[src/hw/rtl/assert_macros.svh]
// Assertion helpers shared by the RTL.
`ifndef ASSERT_MACROS_SVH
`define ASSERT_MACROS_SVH
`ifndef SYNTHESIS
`define MIPP_ASSERT(lbl, clk, rstn, prop) \
	lbl: assert property (@(posedge clk) disable iff (!rstn) prop) \
		else $error("assertion failed");
`define MIPP_ASSERT_ALWAYS(lbl, clk, prop) \
	lbl: assert property (@(posedge clk) prop) \
		else $error("assertion failed");
`else
`define MIPP_ASSERT(lbl, clk, rstn, prop)
`define MIPP_ASSERT_ALWAYS(lbl, clk, prop)
`endif
`endif

[src/hw/rtl/mipp_pkg.sv]
`timescale 1ns / 1ps

package mipp_pkg;

	localparam int unsigned TOPIC_BUFFER = 128;
	localparam logic [16:0] TOPIC_LIMIT  = 17'(TOPIC_BUFFER - 1);

	localparam logic [15:0] CAP_RESET    = 16'd512;
	localparam logic [3:0]  PUBLISH_TYPE = 4'h3;
	localparam logic [7:0]  PUBACK_HDR   = 8'h40;
	localparam logic [7:0]  PUBACK_LEN   = 8'h02;

	typedef enum logic [2:0] {
		PH_IDLE      = 3'd0,
		PH_LEN       = 3'd1,
		PH_SKIP_BIG  = 3'd2,
		PH_SKIP_REST = 3'd3,
		PH_TLEN      = 3'd4,
		PH_TOPIC     = 3'd5,
		PH_ID        = 3'd6,
		PH_PAYLOAD   = 3'd7
	} phase_t;

	typedef enum logic [1:0] {
		KIND_TOPIC   = 2'd0,
		KIND_PAYLOAD = 2'd1,
		KIND_PUBACK  = 2'd2,
		KIND_STATUS  = 2'd3
	} kind_t;

	typedef enum logic [2:0] {
		ST_DELIVERED = 3'd0,
		ST_EMPTY     = 3'd1,
		ST_OTHER     = 3'd2,
		ST_TOO_LARGE = 3'd3,
		ST_MALFORMED = 3'd4,
		ST_TIMEOUT   = 3'd5
	} status_t;

	// Results caused by one request: optional stream byte, optional
	// status, optional PUBACK, plus the packet fields they all carry.
	typedef struct packed {
		logic        data_vld;
		logic        data_payload;
		logic [7:0]  data_byte;
		logic        stat_vld;
		status_t     status;
		logic        puback;
		logic [1:0]  qos;
		logic [15:0] packet_id;
		logic [3:0]  packet_type;
		logic        topic_truncated;
	} grp_t;

endpackage

[src/hw/rtl/mipp_stream_if.sv]
`timescale 1ns / 1ps

interface mipp_in_if;
	logic       valid;
	logic       ready;
	logic       func;
	logic [7:0] in_byte;

	modport source(output valid, func, in_byte, input ready);
	modport sink(input valid, func, in_byte, output ready);
endinterface

interface mipp_out_if;
	logic        valid;
	logic        ready;
	logic [1:0]  out_kind;
	logic [7:0]  out_byte;
	logic        out_last;
	logic [2:0]  out_status;
	logic [1:0]  out_qos;
	logic [15:0] out_packet_id;
	logic [3:0]  out_packet_type;
	logic        out_topic_truncated;

	modport source(output valid, out_kind, out_byte, out_last, out_status, out_qos,
		out_packet_id, out_packet_type, out_topic_truncated, input ready);
	modport sink(input valid, out_kind, out_byte, out_last, out_status, out_qos,
		out_packet_id, out_packet_type, out_topic_truncated, output ready);
endinterface

[src/hw/rtl/mipp_parse.sv]
`timescale 1ns / 1ps
`include "assert_macros.svh"

module mipp_parse (
	input  logic              clk,
	input  logic              arst_n,
	mipp_in_if.sink           item,
	input  logic [15:0]       cap,
	output mipp_pkg::grp_t    grp,
	output logic              grp_vld,
	input  logic              grp_take
);

	logic       vld_s1;
	logic       func_s1;
	logic [7:0] byte_s1;

	mipp_pkg::phase_t phase_q, phase_d;
	logic [7:0]  header_q, header_d;
	logic [27:0] rl_q, rl_d;
	logic [2:0]  lbc_q, lbc_d;
	logic [27:0] bl_q, bl_d;
	logic [15:0] tl_q, tl_d;
	logic [15:0] tc_q, tc_d;
	logic [15:0] pid_q, pid_d;
	logic [1:0]  icnt_q, icnt_d;

	logic              fin;
	mipp_pkg::status_t fin_code;
	logic              adv;

	// shared predicates
	logic        tmo;
	logic        pub_q;
	logic [1:0]  qos_q;
	logic [27:0] bl_m1;
	logic [27:0] rl_add;
	logic [27:0] rl_new;
	logic [2:0]  lbc_new;
	logic        len_end;
	logic        total_big;
	logic [15:0] tl_new;
	logic [27:0] need;
	logic        need_gt;
	logic [15:0] tc_new;
	logic        topic_end;
	logic        pair_end;
	logic        pub_d;

	assign tmo     = func_s1;
	assign pub_q   = (header_q[7:4] == mipp_pkg::PUBLISH_TYPE);
	assign qos_q   = pub_q ? header_q[2:1] : 2'd0;
	assign bl_m1   = bl_q - 28'd1;
	assign lbc_new = lbc_q + 3'd1;
	assign len_end = !byte_s1[7] || (lbc_new == 3'd4);

	always_comb begin
		unique case (lbc_q[1:0])
			2'd0: rl_add = {21'd0, byte_s1[6:0]};
			2'd1: rl_add = {14'd0, byte_s1[6:0], 7'd0};
			2'd2: rl_add = {7'd0, byte_s1[6:0], 14'd0};
			default: rl_add = {byte_s1[6:0], 21'd0};
		endcase
	end

	assign rl_new    = rl_q | rl_add;
	assign total_big = ({1'b0, rl_new} + 29'(lbc_new) + 29'd1) > {13'd0, cap};
	assign tl_new    = {tl_q[7:0], byte_s1};
	assign need      = {12'd0, tl_new} + ((qos_q != 2'd0) ? 28'd2 : 28'd0);
	assign need_gt   = need > bl_m1;
	assign tc_new    = tc_q + 16'd1;
	assign topic_end = tc_new >= tl_q;
	assign pair_end  = (icnt_q == 2'd1);

	// next state: phase and packet end
	always_comb begin
		phase_d  = phase_q;
		fin      = 1'b0;
		fin_code = mipp_pkg::ST_DELIVERED;
		if (tmo) begin
			if (phase_q != mipp_pkg::PH_IDLE) begin
				fin      = 1'b1;
				fin_code = mipp_pkg::ST_TIMEOUT;
			end
		end else begin
			unique case (phase_q)
				mipp_pkg::PH_IDLE: phase_d = mipp_pkg::PH_LEN;
				mipp_pkg::PH_LEN: begin
					if (len_end) begin
						priority if (total_big) begin
							phase_d  = mipp_pkg::PH_SKIP_BIG;
							fin      = (rl_new == 28'd0);
							fin_code = mipp_pkg::ST_TOO_LARGE;
						end else if (!pub_q) begin
							phase_d  = mipp_pkg::PH_SKIP_REST;
							fin      = (rl_new == 28'd0);
							fin_code = mipp_pkg::ST_OTHER;
						end else if (rl_new < 28'd2) begin
							phase_d  = mipp_pkg::PH_SKIP_REST;
							fin      = (rl_new == 28'd0);
							fin_code = mipp_pkg::ST_MALFORMED;
						end else begin
							phase_d = mipp_pkg::PH_TLEN;
						end
					end
				end
				mipp_pkg::PH_SKIP_BIG, mipp_pkg::PH_SKIP_REST: begin
					fin = (bl_m1 == 28'd0);
					priority if (phase_q == mipp_pkg::PH_SKIP_BIG)
						fin_code = mipp_pkg::ST_TOO_LARGE;
					else if (pub_q)
						fin_code = mipp_pkg::ST_MALFORMED;
					else
						fin_code = mipp_pkg::ST_OTHER;
				end
				mipp_pkg::PH_TLEN: begin
					if (pair_end) begin
						priority if (need_gt) begin
							phase_d  = mipp_pkg::PH_SKIP_REST;
							fin      = (bl_m1 == 28'd0);
							fin_code = mipp_pkg::ST_MALFORMED;
						end else if (tl_new != 16'd0) begin
							phase_d = mipp_pkg::PH_TOPIC;
						end else if (qos_q != 2'd0) begin
							phase_d = mipp_pkg::PH_ID;
						end else if (bl_m1 != 28'd0) begin
							phase_d = mipp_pkg::PH_PAYLOAD;
						end else begin
							fin      = 1'b1;
							fin_code = mipp_pkg::ST_EMPTY;
						end
					end
				end
				mipp_pkg::PH_TOPIC: begin
					if (topic_end) begin
						priority if (qos_q != 2'd0) begin
							phase_d = mipp_pkg::PH_ID;
						end else if (bl_m1 != 28'd0) begin
							phase_d = mipp_pkg::PH_PAYLOAD;
						end else begin
							fin      = 1'b1;
							fin_code = mipp_pkg::ST_EMPTY;
						end
					end
				end
				mipp_pkg::PH_ID: begin
					if (pair_end) begin
						if (bl_m1 != 28'd0) begin
							phase_d = mipp_pkg::PH_PAYLOAD;
						end else begin
							fin      = 1'b1;
							fin_code = mipp_pkg::ST_EMPTY;
						end
					end
				end
				mipp_pkg::PH_PAYLOAD: begin
					fin      = (bl_m1 == 28'd0);
					fin_code = mipp_pkg::ST_DELIVERED;
				end
			endcase
		end
		if (fin) phase_d = mipp_pkg::PH_IDLE;
	end

	// next values of the packet registers
	always_comb begin
		header_d = header_q;
		rl_d     = rl_q;
		lbc_d    = lbc_q;
		bl_d     = bl_q;
		tl_d     = tl_q;
		tc_d     = tc_q;
		pid_d    = pid_q;
		icnt_d   = icnt_q;
		if (!tmo) begin
			unique case (phase_q)
				mipp_pkg::PH_IDLE: begin
					header_d = byte_s1;
					rl_d     = 28'd0;
					lbc_d    = 3'd0;
					bl_d     = 28'd0;
					tl_d     = 16'd0;
					tc_d     = 16'd0;
					pid_d    = 16'd0;
					icnt_d   = 2'd0;
				end
				mipp_pkg::PH_LEN: begin
					rl_d  = rl_new;
					lbc_d = lbc_new;
					if (len_end) begin
						bl_d   = rl_new;
						icnt_d = 2'd0;
					end
				end
				mipp_pkg::PH_TLEN: begin
					tl_d   = tl_new;
					bl_d   = bl_m1;
					icnt_d = icnt_q + 2'd1;
					if (pair_end) begin
						icnt_d = 2'd0;
						tc_d   = 16'd0;
					end
				end
				mipp_pkg::PH_TOPIC: begin
					tc_d = tc_new;
					bl_d = bl_m1;
				end
				mipp_pkg::PH_ID: begin
					pid_d  = {pid_q[7:0], byte_s1};
					bl_d   = bl_m1;
					icnt_d = icnt_q + 2'd1;
				end
				mipp_pkg::PH_SKIP_BIG, mipp_pkg::PH_SKIP_REST,
				mipp_pkg::PH_PAYLOAD: bl_d = bl_m1;
			endcase
		end
	end

	// outputs: result group of this request
	assign pub_d = (header_d[7:4] == mipp_pkg::PUBLISH_TYPE);

	always_comb begin
		grp.data_vld        = !tmo && (((phase_q == mipp_pkg::PH_TOPIC)
			&& ({1'b0, tc_q} < mipp_pkg::TOPIC_LIMIT)) || (phase_q == mipp_pkg::PH_PAYLOAD));
		grp.data_payload    = (phase_q == mipp_pkg::PH_PAYLOAD);
		grp.data_byte       = byte_s1;
		grp.stat_vld        = fin;
		grp.status          = fin_code;
		grp.qos             = pub_d ? header_d[2:1] : 2'd0;
		grp.puback          = fin && pub_d && (header_d[2:1] == 2'd1)
			&& ((fin_code == mipp_pkg::ST_DELIVERED) || (fin_code == mipp_pkg::ST_EMPTY));
		grp.packet_id       = pid_d;
		grp.packet_type     = header_d[7:4];
		grp.topic_truncated = pub_d && ({1'b0, tl_d} > mipp_pkg::TOPIC_LIMIT);
	end

	assign grp_vld    = vld_s1 && (grp.data_vld || grp.stat_vld);
	// advance when the request makes no result or the emitter takes its group
	assign adv        = vld_s1 && (!(grp.data_vld || grp.stat_vld) || grp_take);
	assign item.ready = !vld_s1 || adv;

	always_ff @(posedge clk or negedge arst_n) begin
		if (!arst_n) begin
			vld_s1 <= 1'b0;
		end else if (item.ready) begin
			vld_s1 <= item.valid;
		end
	end

	always_ff @(posedge clk) begin
		if (item.valid && item.ready) begin
			func_s1 <= item.func;
			byte_s1 <= item.in_byte;
		end
	end

	always_ff @(posedge clk or negedge arst_n) begin
		if (!arst_n) begin
			phase_q  <= mipp_pkg::PH_IDLE;
			header_q <= 8'd0;
			rl_q     <= 28'd0;
			lbc_q    <= 3'd0;
			bl_q     <= 28'd0;
			tl_q     <= 16'd0;
			tc_q     <= 16'd0;
			pid_q    <= 16'd0;
			icnt_q   <= 2'd0;
		end else if (adv) begin
			phase_q  <= phase_d;
			header_q <= header_d;
			rl_q     <= rl_d;
			lbc_q    <= lbc_d;
			bl_q     <= bl_d;
			tl_q     <= tl_d;
			tc_q     <= tc_d;
			pid_q    <= pid_d;
			icnt_q   <= icnt_d;
		end
	end

	`MIPP_ASSERT(a_puback_with_status, clk, arst_n, grp_vld && grp.puback |-> grp.stat_vld)
	`MIPP_ASSERT(a_fin_to_idle, clk, arst_n, adv && grp.stat_vld |=> phase_q == mipp_pkg::PH_IDLE)
	`MIPP_ASSERT(a_payload_has_bytes, clk, arst_n, phase_q == mipp_pkg::PH_PAYLOAD |-> bl_q != 28'd0)
	`MIPP_ASSERT(a_hold_unless_adv, clk, arst_n, vld_s1 && !adv |=> vld_s1 && $stable(byte_s1))

endmodule

[src/hw/rtl/mipp_emit.sv]
`timescale 1ns / 1ps
`include "assert_macros.svh"

module mipp_emit (
	input  logic              clk,
	input  logic              arst_n,
	input  mipp_pkg::grp_t    grp,
	input  logic              grp_vld,
	output logic              grp_take,
	mipp_out_if.source        result
);

	// slot 0 stream byte, 1 status, 2..5 PUBACK bytes
	logic [5:0]     mask_s2;
	mipp_pkg::grp_t grp_s2;
	logic           single;
	logic           load;
	logic           fire;

	assign single   = ((mask_s2 & (mask_s2 - 6'd1)) == 6'd0);
	assign grp_take = (mask_s2 == 6'd0) || (result.ready && single);
	assign load     = grp_vld && grp_take;
	assign fire     = result.valid && result.ready;

	always_ff @(posedge clk or negedge arst_n) begin
		if (!arst_n) begin
			mask_s2 <= 6'd0;
		end else if (load) begin
			mask_s2 <= {{4{grp.puback}}, grp.stat_vld, grp.data_vld};
		end else if (fire) begin
			mask_s2 <= mask_s2 & (mask_s2 - 6'd1);
		end
	end

	always_ff @(posedge clk) begin
		if (load) grp_s2 <= grp;
	end

	assign result.valid               = (mask_s2 != 6'd0);
	assign result.out_last            = single;
	assign result.out_qos             = grp_s2.qos;
	assign result.out_packet_id       = grp_s2.packet_id;
	assign result.out_packet_type     = grp_s2.packet_type;
	assign result.out_topic_truncated = grp_s2.topic_truncated;

	always_comb begin
		result.out_status = mipp_pkg::ST_DELIVERED;
		priority if (mask_s2[0]) begin
			result.out_kind = grp_s2.data_payload ? mipp_pkg::KIND_PAYLOAD
				: mipp_pkg::KIND_TOPIC;
			result.out_byte = grp_s2.data_byte;
		end else if (mask_s2[1]) begin
			result.out_kind   = mipp_pkg::KIND_STATUS;
			result.out_byte   = 8'd0;
			result.out_status = grp_s2.status;
		end else if (mask_s2[2]) begin
			result.out_kind = mipp_pkg::KIND_PUBACK;
			result.out_byte = mipp_pkg::PUBACK_HDR;
		end else if (mask_s2[3]) begin
			result.out_kind = mipp_pkg::KIND_PUBACK;
			result.out_byte = mipp_pkg::PUBACK_LEN;
		end else if (mask_s2[4]) begin
			result.out_kind = mipp_pkg::KIND_PUBACK;
			result.out_byte = grp_s2.packet_id[15:8];
		end else begin
			result.out_kind = mipp_pkg::KIND_PUBACK;
			result.out_byte = grp_s2.packet_id[7:0];
		end
	end

	`MIPP_ASSERT(a_group_continues, clk, arst_n, fire && !result.out_last |=> result.valid)
	`MIPP_ASSERT(a_puback_run, clk, arst_n, fire && !result.out_last && result.out_kind == mipp_pkg::KIND_PUBACK |=> result.out_kind == mipp_pkg::KIND_PUBACK)
	`MIPP_ASSERT(a_status_after_data, clk, arst_n, result.valid && result.out_kind == mipp_pkg::KIND_STATUS |-> !mask_s2[0])

endmodule

[src/hw/rtl/mqtt_inbound_packet_parser_unit.sv]
`timescale 1ns / 1ps

// Inbound MQTT 3.1.1 deframer. Each request on item carries one received byte
// (func 0) or a receive timeout (func 1). The block reads the fixed header and
// the one- to four-byte remaining length, drops packets larger than rx_capacity
// (header and length bytes counted, sampled at the last length byte), streams
// PUBLISH topic bytes (first TOPIC_BUFFER-1 only) and payload bytes, and closes
// each packet with a status request followed, for QoS 1 deliveries, by the four
// PUBACK bytes. A request makes zero to six result requests on result, the last
// one flagged by out_last. Rate: one item per cycle while result is ready and
// each item makes at most one result; an item with several results holds the
// single result port until its last result is taken, and items with no result
// do not wait on result. Results pass the input register, then the result
// register. rx_capacity resets to 512 and is written by cfg_we/cfg_wdata; the
// user must write it only while idle; the block itself does not enforce this.

module mqtt_inbound_packet_parser_unit (
	input  logic        clk,
	input  logic        arst_n,
	mipp_in_if.sink     item,
	mipp_out_if.source  result,
	input  logic        cfg_we,
	input  logic [15:0] cfg_wdata
);

	logic [15:0]    cap_q;
	mipp_pkg::grp_t grp;
	logic           grp_vld;
	logic           grp_take;

	// hold the capacity register; update on a config write
	always_ff @(posedge clk or negedge arst_n) begin
		if (!arst_n) begin
			cap_q <= mipp_pkg::CAP_RESET;
		end else if (cfg_we) begin
			cap_q <= cfg_wdata;
		end
	end

	// input register, packet state and per-byte decode
	mipp_parse u_parse (
		.clk      (clk),
		.arst_n   (arst_n),
		.item     (item),
		.cap      (cap_q),
		.grp      (grp),
		.grp_vld  (grp_vld),
		.grp_take (grp_take)
	);

	// result register; drain one result per cycle while result is ready
	mipp_emit u_emit (
		.clk      (clk),
		.arst_n   (arst_n),
		.grp      (grp),
		.grp_vld  (grp_vld),
		.grp_take (grp_take),
		.result   (result)
	);

endmodule
[src/flat_wrapper.sv]
// flat-port wrapper written by rule: the top's interface ports become plain ports
module mqtt_inbound_packet_parser_unit_flat 
  (clk, arst_n, cfg_we, cfg_wdata, item_valid, item_func, item_in_byte, item_ready, result_valid, result_out_kind, result_out_byte, result_out_last, result_out_status, result_out_qos, result_out_packet_id, result_out_packet_type, result_out_topic_truncated, result_ready);
  mipp_in_if item_i ();
  mipp_out_if result_i ();
  input  logic clk;
  input  logic arst_n;
  input  logic cfg_we;
  input  logic [15:0] cfg_wdata;
  input wire logic [$bits(item_i.valid)-1:0] item_valid;
  input wire logic [$bits(item_i.func)-1:0] item_func;
  input wire logic [$bits(item_i.in_byte)-1:0] item_in_byte;
  output wire logic [$bits(item_i.ready)-1:0] item_ready;
  output wire logic [$bits(result_i.valid)-1:0] result_valid;
  output wire logic [$bits(result_i.out_kind)-1:0] result_out_kind;
  output wire logic [$bits(result_i.out_byte)-1:0] result_out_byte;
  output wire logic [$bits(result_i.out_last)-1:0] result_out_last;
  output wire logic [$bits(result_i.out_status)-1:0] result_out_status;
  output wire logic [$bits(result_i.out_qos)-1:0] result_out_qos;
  output wire logic [$bits(result_i.out_packet_id)-1:0] result_out_packet_id;
  output wire logic [$bits(result_i.out_packet_type)-1:0] result_out_packet_type;
  output wire logic [$bits(result_i.out_topic_truncated)-1:0] result_out_topic_truncated;
  input wire logic [$bits(result_i.ready)-1:0] result_ready;
  assign item_i.valid = item_valid;
  assign item_i.func = item_func;
  assign item_i.in_byte = item_in_byte;
  assign item_ready = item_i.ready;
  assign result_valid = result_i.valid;
  assign result_out_kind = result_i.out_kind;
  assign result_out_byte = result_i.out_byte;
  assign result_out_last = result_i.out_last;
  assign result_out_status = result_i.out_status;
  assign result_out_qos = result_i.out_qos;
  assign result_out_packet_id = result_i.out_packet_id;
  assign result_out_packet_type = result_i.out_packet_type;
  assign result_out_topic_truncated = result_i.out_topic_truncated;
  assign result_i.ready = result_ready;
  mqtt_inbound_packet_parser_unit u_core (.clk(clk), .arst_n(arst_n), .item(item_i), .result(result_i), .cfg_we(cfg_we), .cfg_wdata(cfg_wdata));
endmodule
[config.mk]
export PLATFORM = sky130hd
export DESIGN_NAME = mqtt_inbound_packet_parser_unit_flat
export DESIGN_NICKNAME = d
export VERILOG_FILES = /design/src/hw/rtl/mipp_pkg.sv /design/src/hw/rtl/mipp_stream_if.sv /design/src/hw/rtl/mipp_parse.sv /design/src/hw/rtl/mipp_emit.sv /design/src/hw/rtl/mqtt_inbound_packet_parser_unit.sv /design/src/flat_wrapper.sv
export VERILOG_INCLUDE_DIRS = /design/src /design/src/hw/rtl
export SDC_FILE = /design/constraint.sdc
export NUM_CORES = 1
export LEC_CHECK = 0
export BUFFER_PORTS_ARGS = -buffer_cell sky130_fd_sc_hd__buf_2
export CORE_ASPECT_RATIO = 1.2
export CORE_UTILIZATION = 45
export DETAILED_ROUTE_END_ITERATION = 10
export PLACE_DENSITY_LB_ADDON = 0.1
export SYNTH_ARGS = -nofsm -noshare
export SYNTH_HDL_FRONTEND = slang
export SYNTH_HIERARCHICAL = 1
export SYNTH_SLANG_ARGS = --single-unit
[constraint.sdc]
create_clock -name clk -period 5.7 [get_ports clk]
set_clock_uncertainty 0.05 [all_clocks]
set_input_delay 0.57 -clock clk [delete_from_list [all_inputs] [get_ports clk]]
set_output_delay 0.57 -clock clk [all_outputs]
set_load 0.01 [all_outputs]
* After elaboration in Yosys (flattened, before gate mapping) *
Index checks and enable logic that the tools add are counted.

storage, ports and cells
  word-level logic and storage cells = 184
  bits of input ports = 30
  register bits = 187
  output and inout port bits = 39

operators by class
  mux-type cells = 74
  bitwise gates (word level) = 3
  reduce and logical (&&, ||, !) cells = 49
  equality and inequality tests = 22
  $add $sub $neg = 8
  $lt $le $gt $ge = 6

operator list
  cell                                                         number
  case mux 28 bit (3 select lines)                             2
  2-to-1 mux 3 bit                                             27
  case mux 16 bit (2 select lines)                             2
  logical NOT 28 bit                                           2
  2-to-1 mux 8 bit                                             7
  case mux 28 bit (2 select lines)                             1
  2-to-1 mux 16 bit                                            3
  case mux 16 bit (3 select lines)                             1
  case mux 3 bit (5 select lines)                              2
  adder 28 x 3 -> 29 bit                                       1
  adder 29 x 1 -> 29 bit, second input constant                1
  > comparator 29 x 16 -> 1 bit                                1
  > comparator 17 x 28 -> 1 bit                                1
  less-than comparator 28 x 2 -> 1 bit, second input constant  1
  2-to-1 mux 28 bit                                            1
  bitwise OR 28 bit                                            1
  nonzero test 28 bit                                          1
  subtractor 28 x 1 -> 28 bit, second input constant           1
  2-to-1 mux 1 bit                                             18
  adder 16 x 2 -> 17 bit                                       1
  adder 16 x 1 -> 16 bit, second input constant                1
  >= comparator 16 bit                                         1
  > comparator 16 x 7 -> 1 bit, second input constant          1
  less-than comparator 16 x 7 -> 1 bit, second input constant  1
  other kinds (36)                                             83

* Longest topological paths before layout *
  word-level depth = 16
  gate-level depth with buffers = 26
  depth with buffers taken out = 24

* Cells and area by module *
Netlist, hierarchy kept.

modules (own cells, without submodules)
  module                           seq. area each (um2)  cells an instance  times used  area each (um2)
  mipp_parse                       3248.1                1170               1           9997.1
  mipp_emit                        1201.2                137                1           1841.8
  mqtt_inbound_packet_parser_unit  401.6                 34                 1           650.6

* Least setup slack after synthesis *
OpenSTA, ideal clock, no wires.

  path kind = flip-flop to flip-flop
  start point = reg u_core.u_parse.bl_q[5]
  end point = reg u_core/u_emit/grp_s2[24] (netlist name), enable pin
  buffers on the path = 1
  arrival = 4741 ps
  path slack = 513 ps
  period minus slack after synthesis = 5187 ps
  setup time = 396 ps
  stages on the path, launching flop included = 16
  required time = 5254 ps
  path through = dfrtp_1 > clkbuf_1 > or4_4 > or3_1 > or3_1 > xor2_1 > ha_1 > and3_1 > and3_1 > o311ai_0 > a211o_1 > a2bb2oi_1 > a21oi_2 > o21ai_1 > a21oi_1 > and2_1

between the ends
  cells in the longest elaborated chain, start to end = 12
  elaborated cells on any way between the ends = 16
  those cells by class = 1 x add/sub; 1 x order compare; 9 x mux; 5 x reduce/logical

RTL lines
  what                                                                   RTL line                               source
  start: declaration                                                     mipp_parse.sv:22                       logic [27:0] bl_q, bl_d;
  start signal: assignment                                               mipp_parse.sv:273                      bl_q <= bl_d;
  subtractor 28 x 1 -> 28 bit (*)                                        mipp_parse.sv:53                       assign bl_m1 = bl_q - 28'd1;
  branches (longest 6 deep; another with > comparator 17 x 28 -> 1 bit)  -
  case mux 1 bit (5 select lines) (*)                                    mipp_parse.sv:86                       unique case (phase_q)
  2-to-1 mux 1 bit (*)                                                   mipp_parse.sv:80                       if (tmo) begin
  logical OR 1 bit (*)                                                   mipp_parse.sv:237                      assign grp_vld = vld_s1 && (grp.data_vld || grp.stat_vld);
  logical AND 1 bit (*)                                                  mipp_parse.sv:237
  named net u_core.grp_vld                                               mqtt_inbound_packet_parser_unit.sv:28  logic grp_vld;
  logical AND 1 bit (*)                                                  mipp_emit.sv:22                        assign load = grp_vld && grp_take;
  named net u_core.u_emit.load                                           mipp_emit.sv:17                        logic load;
  end signal: assignment                                                 mipp_emit.sv:36                        if (load) grp_s2 <= grp;
  end: declaration                                                       mipp_emit.sv:15                        mipp_pkg::grp_t grp_s2;

Mark *: on every way through the listed nets, which the timed path passes.
A chain may end at the register's enable or synchronous reset.

* Worst setup path in the final report *
  start point = reg u_core.u_parse.header_q[7]
  end point = reg u_core.u_parse.bl_q[13]

between the ends
  cells in the longest elaborated chain, start to end = 15
  elaborated cells on any way between the ends = 21
  those cells by class = 1 x add/sub; 1 x order compare; 1 x eq/ne; 12 x mux; 6 x reduce/logical

RTL lines
  what                                 RTL line                                                source
  start: declaration                   mipp_parse.sv:19                                        logic [7:0] header_q, header_d;
  start signal: assignment             mipp_parse.sv:270                                       header_q <= header_d;
  equality test 4 x 2 -> 1 bit (*)     mipp_parse.sv:51                                        assign pub_q = (header_q[7:4] == mipp_pkg::PUBLISH_TYPE);
  2-to-1 mux 2 bit                     mipp_parse.sv:52                                        assign qos_q = pub_q ? header_q[2:1] : 2'd0;
  nonzero test 2 bit                   mipp_parse.sv:69, mipp_parse.sv:124, mipp_parse.sv:136
  2-to-1 mux 2 bit                     mipp_parse.sv:69                                        assign need = {12'd0, tl_new} + ((qos_q != 2'd0) ? 28'd2 : 28'd0);
  adder 16 x 2 -> 17 bit               mipp_parse.sv:69
  > comparator 17 x 28 -> 1 bit        mipp_parse.sv:70                                        assign need_gt = need > bl_m1;
  2-to-1 mux 1 bit                     mipp_parse.sv:118                                       priority if (need_gt) begin
  2-to-1 mux 1 bit                     mipp_parse.sv:117                                       if (pair_end) begin
  case mux 1 bit (5 select lines) (*)  mipp_parse.sv:86
  2-to-1 mux 1 bit (*)                 mipp_parse.sv:80
  logical OR 1 bit (*)                 mipp_parse.sv:239                                       assign adv = vld_s1 && (!(grp.data_vld || grp.stat_vld) || grp_take);
  logical NOT 1 bit (*)                mipp_parse.sv:239
  logical OR 1 bit (*)                 mipp_parse.sv:239
  logical AND 1 bit (*)                mipp_parse.sv:239
  AND reduction 3 bit (no line) (*)    -

Every way passes the cells marked *; elsewhere a longest branch is shown, timed or not.

==> load_flow_metrics.sql <==
INSERT INTO impl_metrics (metric_group, metric, value, unit) VALUES
('run_status', 'outcome', 'complete, no violations', ''),
('min_path', 'holdCritPathClass', 'primary input to async pin', ''),
('critical_path', 'cp-start-kind', 'register', ''),
('routing', 'drt_first_iter_violations', '821', ''),
('die', 'floorplan.rows', '66', ''),
('sta', 'number_of_max_slew_violations_in_the_final_report', '0', ''),
('sta', 'hold-worst-slack', '155', 'ps'),
('power_and_ir_drop', 'combinationalPowerShare', '52.7', '%'),
('sta', 'setup_repair_after_global_routing_missed_its_margin', 'false', ''),
('critical_path', 'cp.required', '5980', 'ps'),
('sta', 'setup_tns', '0', 'ps'),
('global_route', 'first_pass_grt_wire_length', '55500', 'µm'),
('die', 'fp.dieW', '154', 'µm'),
('routing', 'detailedRoute.firstPassIterationCount', '5', ''),
('critical_path', 'cp_data_arrival_time', '5560', 'ps'),
('clocking', 'ctsRootBufferMaster', 'sky130_fd_sc_hd__clkbuf_16', ''),
('clocking', 'insertion_delay', '450', 'ps'),
('logic_synthesis', 'synth_nets', '1436', ''),
('logic_synthesis', 'share_of_the_synthesized_area_in_the_top_cell_type', '28.1', '%'),
('die', 'design.core.area', '27200', 'µm²'),
('finish', 'fillCellCount', '2557', ''),
('power_and_ir_drop', 'p_leak', '6.00', 'nW'),
('routing', 'vias_per_cell', '5.96', ''),
('routing', 'route.detailed.drc', '0', ''),
('placement', 'pre_cts_slack', '171', 'ps'),
('power_and_ir_drop', 'power.switching_fraction', '45.6', '%'),
('power_and_ir_drop', 'power_frac_clock', '17.6', '%'),
('logic_synthesis', 'yosysWarningCount', '6', ''),
('logic_synthesis', 'synth_seq_area_share', '38.8', '%'),
('routing', 'finalWirelength', '34800', 'µm'),
('clocking', 'cts_inserted_buffers', '17', ''),
('global_route', 'largest_net_degree_at_the_start_of_global_routing', '95', ''),
('finish', 'mostFrequentLayoutCells', '140 x sky130_fd_sc_hd__dfrtp_1, 130 x sky130_fd_sc_hd__nand2_1, 107 x sky130_fd_sc_hd__nor2_1', ''),
('critical_path', 'r2r_setup_slk', '420', 'ps'),
('finish', 'antenna_cells_inserted', '0', ''),
('finish', 'final_net_count', '1473', ''),
('routing', 'wl_per_cell', '20.1', 'µm'),
('routing', 'vias', '10300', ''),
('critical_path', 'timing.critical_path.to_type', 'register', ''),
('clocking', 'worst_setup_hold_path_clk_slew', '80', 'ps'),
('logic_synthesis', 'post_synth_inst_count', '1341', ''),
('die', 'initial_core_util', '46.0', '%'),
('power_and_ir_drop', 'p_int', '3.72', 'mW'),
('placement', 'dp.final_hpwl', '25200', 'µm'),
('critical_path', 'timing_worst_setup_path_type', 'register to register', ''),
('logic_synthesis', 'syn_area', '12500', 'µm²'),
('clocking', 'numClockSinks', '185', ''),
('finish', 'multiInputGateArea', '6910', 'µm²'),
('die', 'design.portCount', '69', ''),
('sta', 'timing.final.hold_violations', '0', ''),
('logic_synthesis', 'synth_top_flop_cell', 'sky130_fd_sc_hd__dfrtp_1', ''),
('global_route', 'sum_of_overflow_across_all_layers_after_global_routing', '0', ''),
('critical_path', 'crit_path_max_fanout', '19', ''),
('finish', 'seqCellArea', '4850', 'µm²'),
('power_and_ir_drop', 'vdd_ir_drop_max', '0.233', 'mV'),
('logic_synthesis', 'synth_area_per_cell', '9.31', 'µm²'),
('clocking', 'ctsHtreeMaxLevel', '4', ''),
('placement', 'dp.cells', '1695', ''),
('clocking', 'cts_buffer_depth', '2', ''),
('sta', 'final_min_period_over_clock_period', '92.6', '%'),
('die', 'die_y', '184', 'µm'),
('power_and_ir_drop', 'total_switching_power', '3.12', 'mW'),
('finish', 'final_common_cell', 'sky130_fd_sc_hd__dfrtp_1', ''),
('global_route', 'track_usage', '25.3', '%'),
('logic_synthesis', 'yosys.cell_types.count', '90', ''),
('sta', 'max_frequency', '189', 'MHz'),
('global_route', 'grt_pass1_vias', '9937', ''),
('sta', 'postLayoutSetupSlackWorst', '420', 'ps'),
('sta', 'setup_viol_count_final', '0', ''),
('logic_synthesis', 'synth_enable_flop_cells', '44', ''),
('die', 'floorplan.die_area', '28400', 'µm²');
[metal layers]
| layer | routed length [µm] | global-route usage, % | vias to the layer above |
|---|---|---|---|
| met1 | 15400 | 32.7 | 5010 |
| met3 | 1520 | 3.69 | 63 |
| met5 | 0 | 0 | - |
| li1 | - | - | 4929 |
| met4 | 1280 | 11.4 | 0 |
| met2 | 16700 | 42.0 | 307 |
[synth_stat cells, drive strengths merged, types with 11 or more instances]
master / n
xor2: 19
nor3: 21
clkbuf: 42
dfrtp: 140
and3: 21
o22ai: 17
a31oi: 25
nand3: 59
o21ai: 58
a22o: 11
buf: 53
nor4: 28
nand2b: 11
or3: 12
nand4: 18
nor2b: 24
nand2: 130
mux2i: 33
edfxtp: 44
nor2: 109
a21oi: 76
ha: 64
xnor2: 39
inv: 68
mux2: 64
or4: 12
[stage by stage]
| step | power, mW | instance area (µm²) | utilization, % |
|---|---|---|---|
| 6_report | 6.84 | 13700 | 50.5 |
| 5_1_grt | 7.29 | 13700 | 50.5 |
| 4_1_cts | 6.79 | 13700 | 50.3 |
| 3_5_place_dp | 5.56 | 13100 | 48.1 |
| 3_3_place_gp | 5.53 | 13100 | 48.1 |
| 2_1_floorplan | 4.54 | 12500 | - |
[critical path: stages, from the launching register on]
cell,delay (ps)
sky130_fd_sc_hd__dfrtp_1,390
sky130_fd_sc_hd__nor2_1,160
sky130_fd_sc_hd__and3_1,190
sky130_fd_sc_hd__o21ai_1,150
sky130_fd_sc_hd__inv_1,160
sky130_fd_sc_hd__ha_1,210
sky130_fd_sc_hd__ha_1,210
sky130_fd_sc_hd__nand3_1,170
sky130_fd_sc_hd__nor2_2,220
sky130_fd_sc_hd__nand2_1,80
sky130_fd_sc_hd__xnor2_1,140
sky130_fd_sc_hd__ha_1,290
sky130_fd_sc_hd__and3_1,180
sky130_fd_sc_hd__and3_1,170
sky130_fd_sc_hd__o311ai_0,120
sky130_fd_sc_hd__a211o_1,380
sky130_fd_sc_hd__a41oi_2,310
sky130_fd_sc_hd__a21oi_4,110
sky130_fd_sc_hd__buf_4,150
sky130_fd_sc_hd__o31ai_4,450
sky130_fd_sc_hd__and2_1,200
sky130_fd_sc_hd__buf_4,270
sky130_fd_sc_hd__mux2_2,380
[layout make-up]
cell class	instances	area share [%]
multi-input cells	993	50.4
flip-flops and latches	185	35.3
well taps	340	3.10
inverters	68	1.86
clock buffers	19	3.15
repair buffers	113	5.08
clock inverters	13	1.11
[flip-flops by register name (all words and copies together), names as in the netlist]
name	count
u_core/cap_q	16
u_core/u_parse/phase_q	3
u_core/u_emit/result.out_packet_type	4
u_core/u_parse/rl_q	28
u_core/u_parse/pid_q	16
u_core/u_parse/tl_q	16
u_core/u_emit/mask_s2	6
u_core/u_parse/header_q	6
u_core/u_emit/grp_s2	12
u_core/u_parse/icnt_q	2
u_core/u_emit/result.out_topic_truncated	1
u_core/u_parse/byte_s1	8
u_core/u_emit/result.out_packet_id	16
u_core/u_parse/func_s1	1
u_core/u_parse/lbc_q	3
u_core/u_emit/result.out_qos	2
u_core/u_parse/vld_s1	1
u_core/u_parse/bl_q	28
u_core/u_parse/tc_q	16
[power groups by stage]
stage                     Sequential (mW)  Combinational, mW  Clock, mW
after floorplan                      1.91               2.63          0
after global placement               2.04               3.49          0
after detailed placement             2.04               3.52          0
after CTS                            2.02               3.54       1.23
after global routing                 2.07               3.94       1.28
final                                2.03               3.60       1.20
[logic make-up (layout without fill, tap and decap cells)]
| logic type | Yosys count | count (layout) | synth area share, % |
|---|---|---|---|
| AND/OR/NAND/NOR | 485 | 485 | 19.7 |
| AO/OA/AOI/OAI | 288 | 288 | 15.5 |
| flip-flops | 185 | 185 | 38.8 |
| buffers and inverters | 163 | 213 | 6.31 |
| multiplexers | 97 | 97 | 8.93 |
| adder cells (fa/ha/maj) | 65 | 65 | 6.57 |
| XOR/XNOR | 58 | 58 | 4.07 |
[worst paths after layout]
| kind | start | to | cells past startpoint |
|---|---|---|---|
| max | u_core/u_parse/header_q[7] | u_core/u_parse/bl_q[13] | 22 |
| min | arst_n | u_core/u_parse/pid_q[14] | 1 |
| max reg2reg | u_core/u_parse/header_q[7] | u_core/u_parse/bl_q[13] | 22 |
| min reg2reg | u_core/u_parse/rl_q[26] | u_core/u_parse/rl_q[26] | 1 |
| max in group asynchronous | arst_n | u_core/u_parse/bl_q[0] | 2 |
| min in group clk | item_in_byte[7] | u_core/u_parse/byte_s1[7] | 1 |
[timing repair]
| item | 4_1_cts | 5_1_grt |
|---|---|---|
| pin swaps | 0 | 2 |
| endpoints found under the setup margin | 1 | 44 |
| gates resized for setup | 1 | 9 |
| setup buffers | 0 | 4 |
No activity file was read; power rests on OpenSTA's default activity.
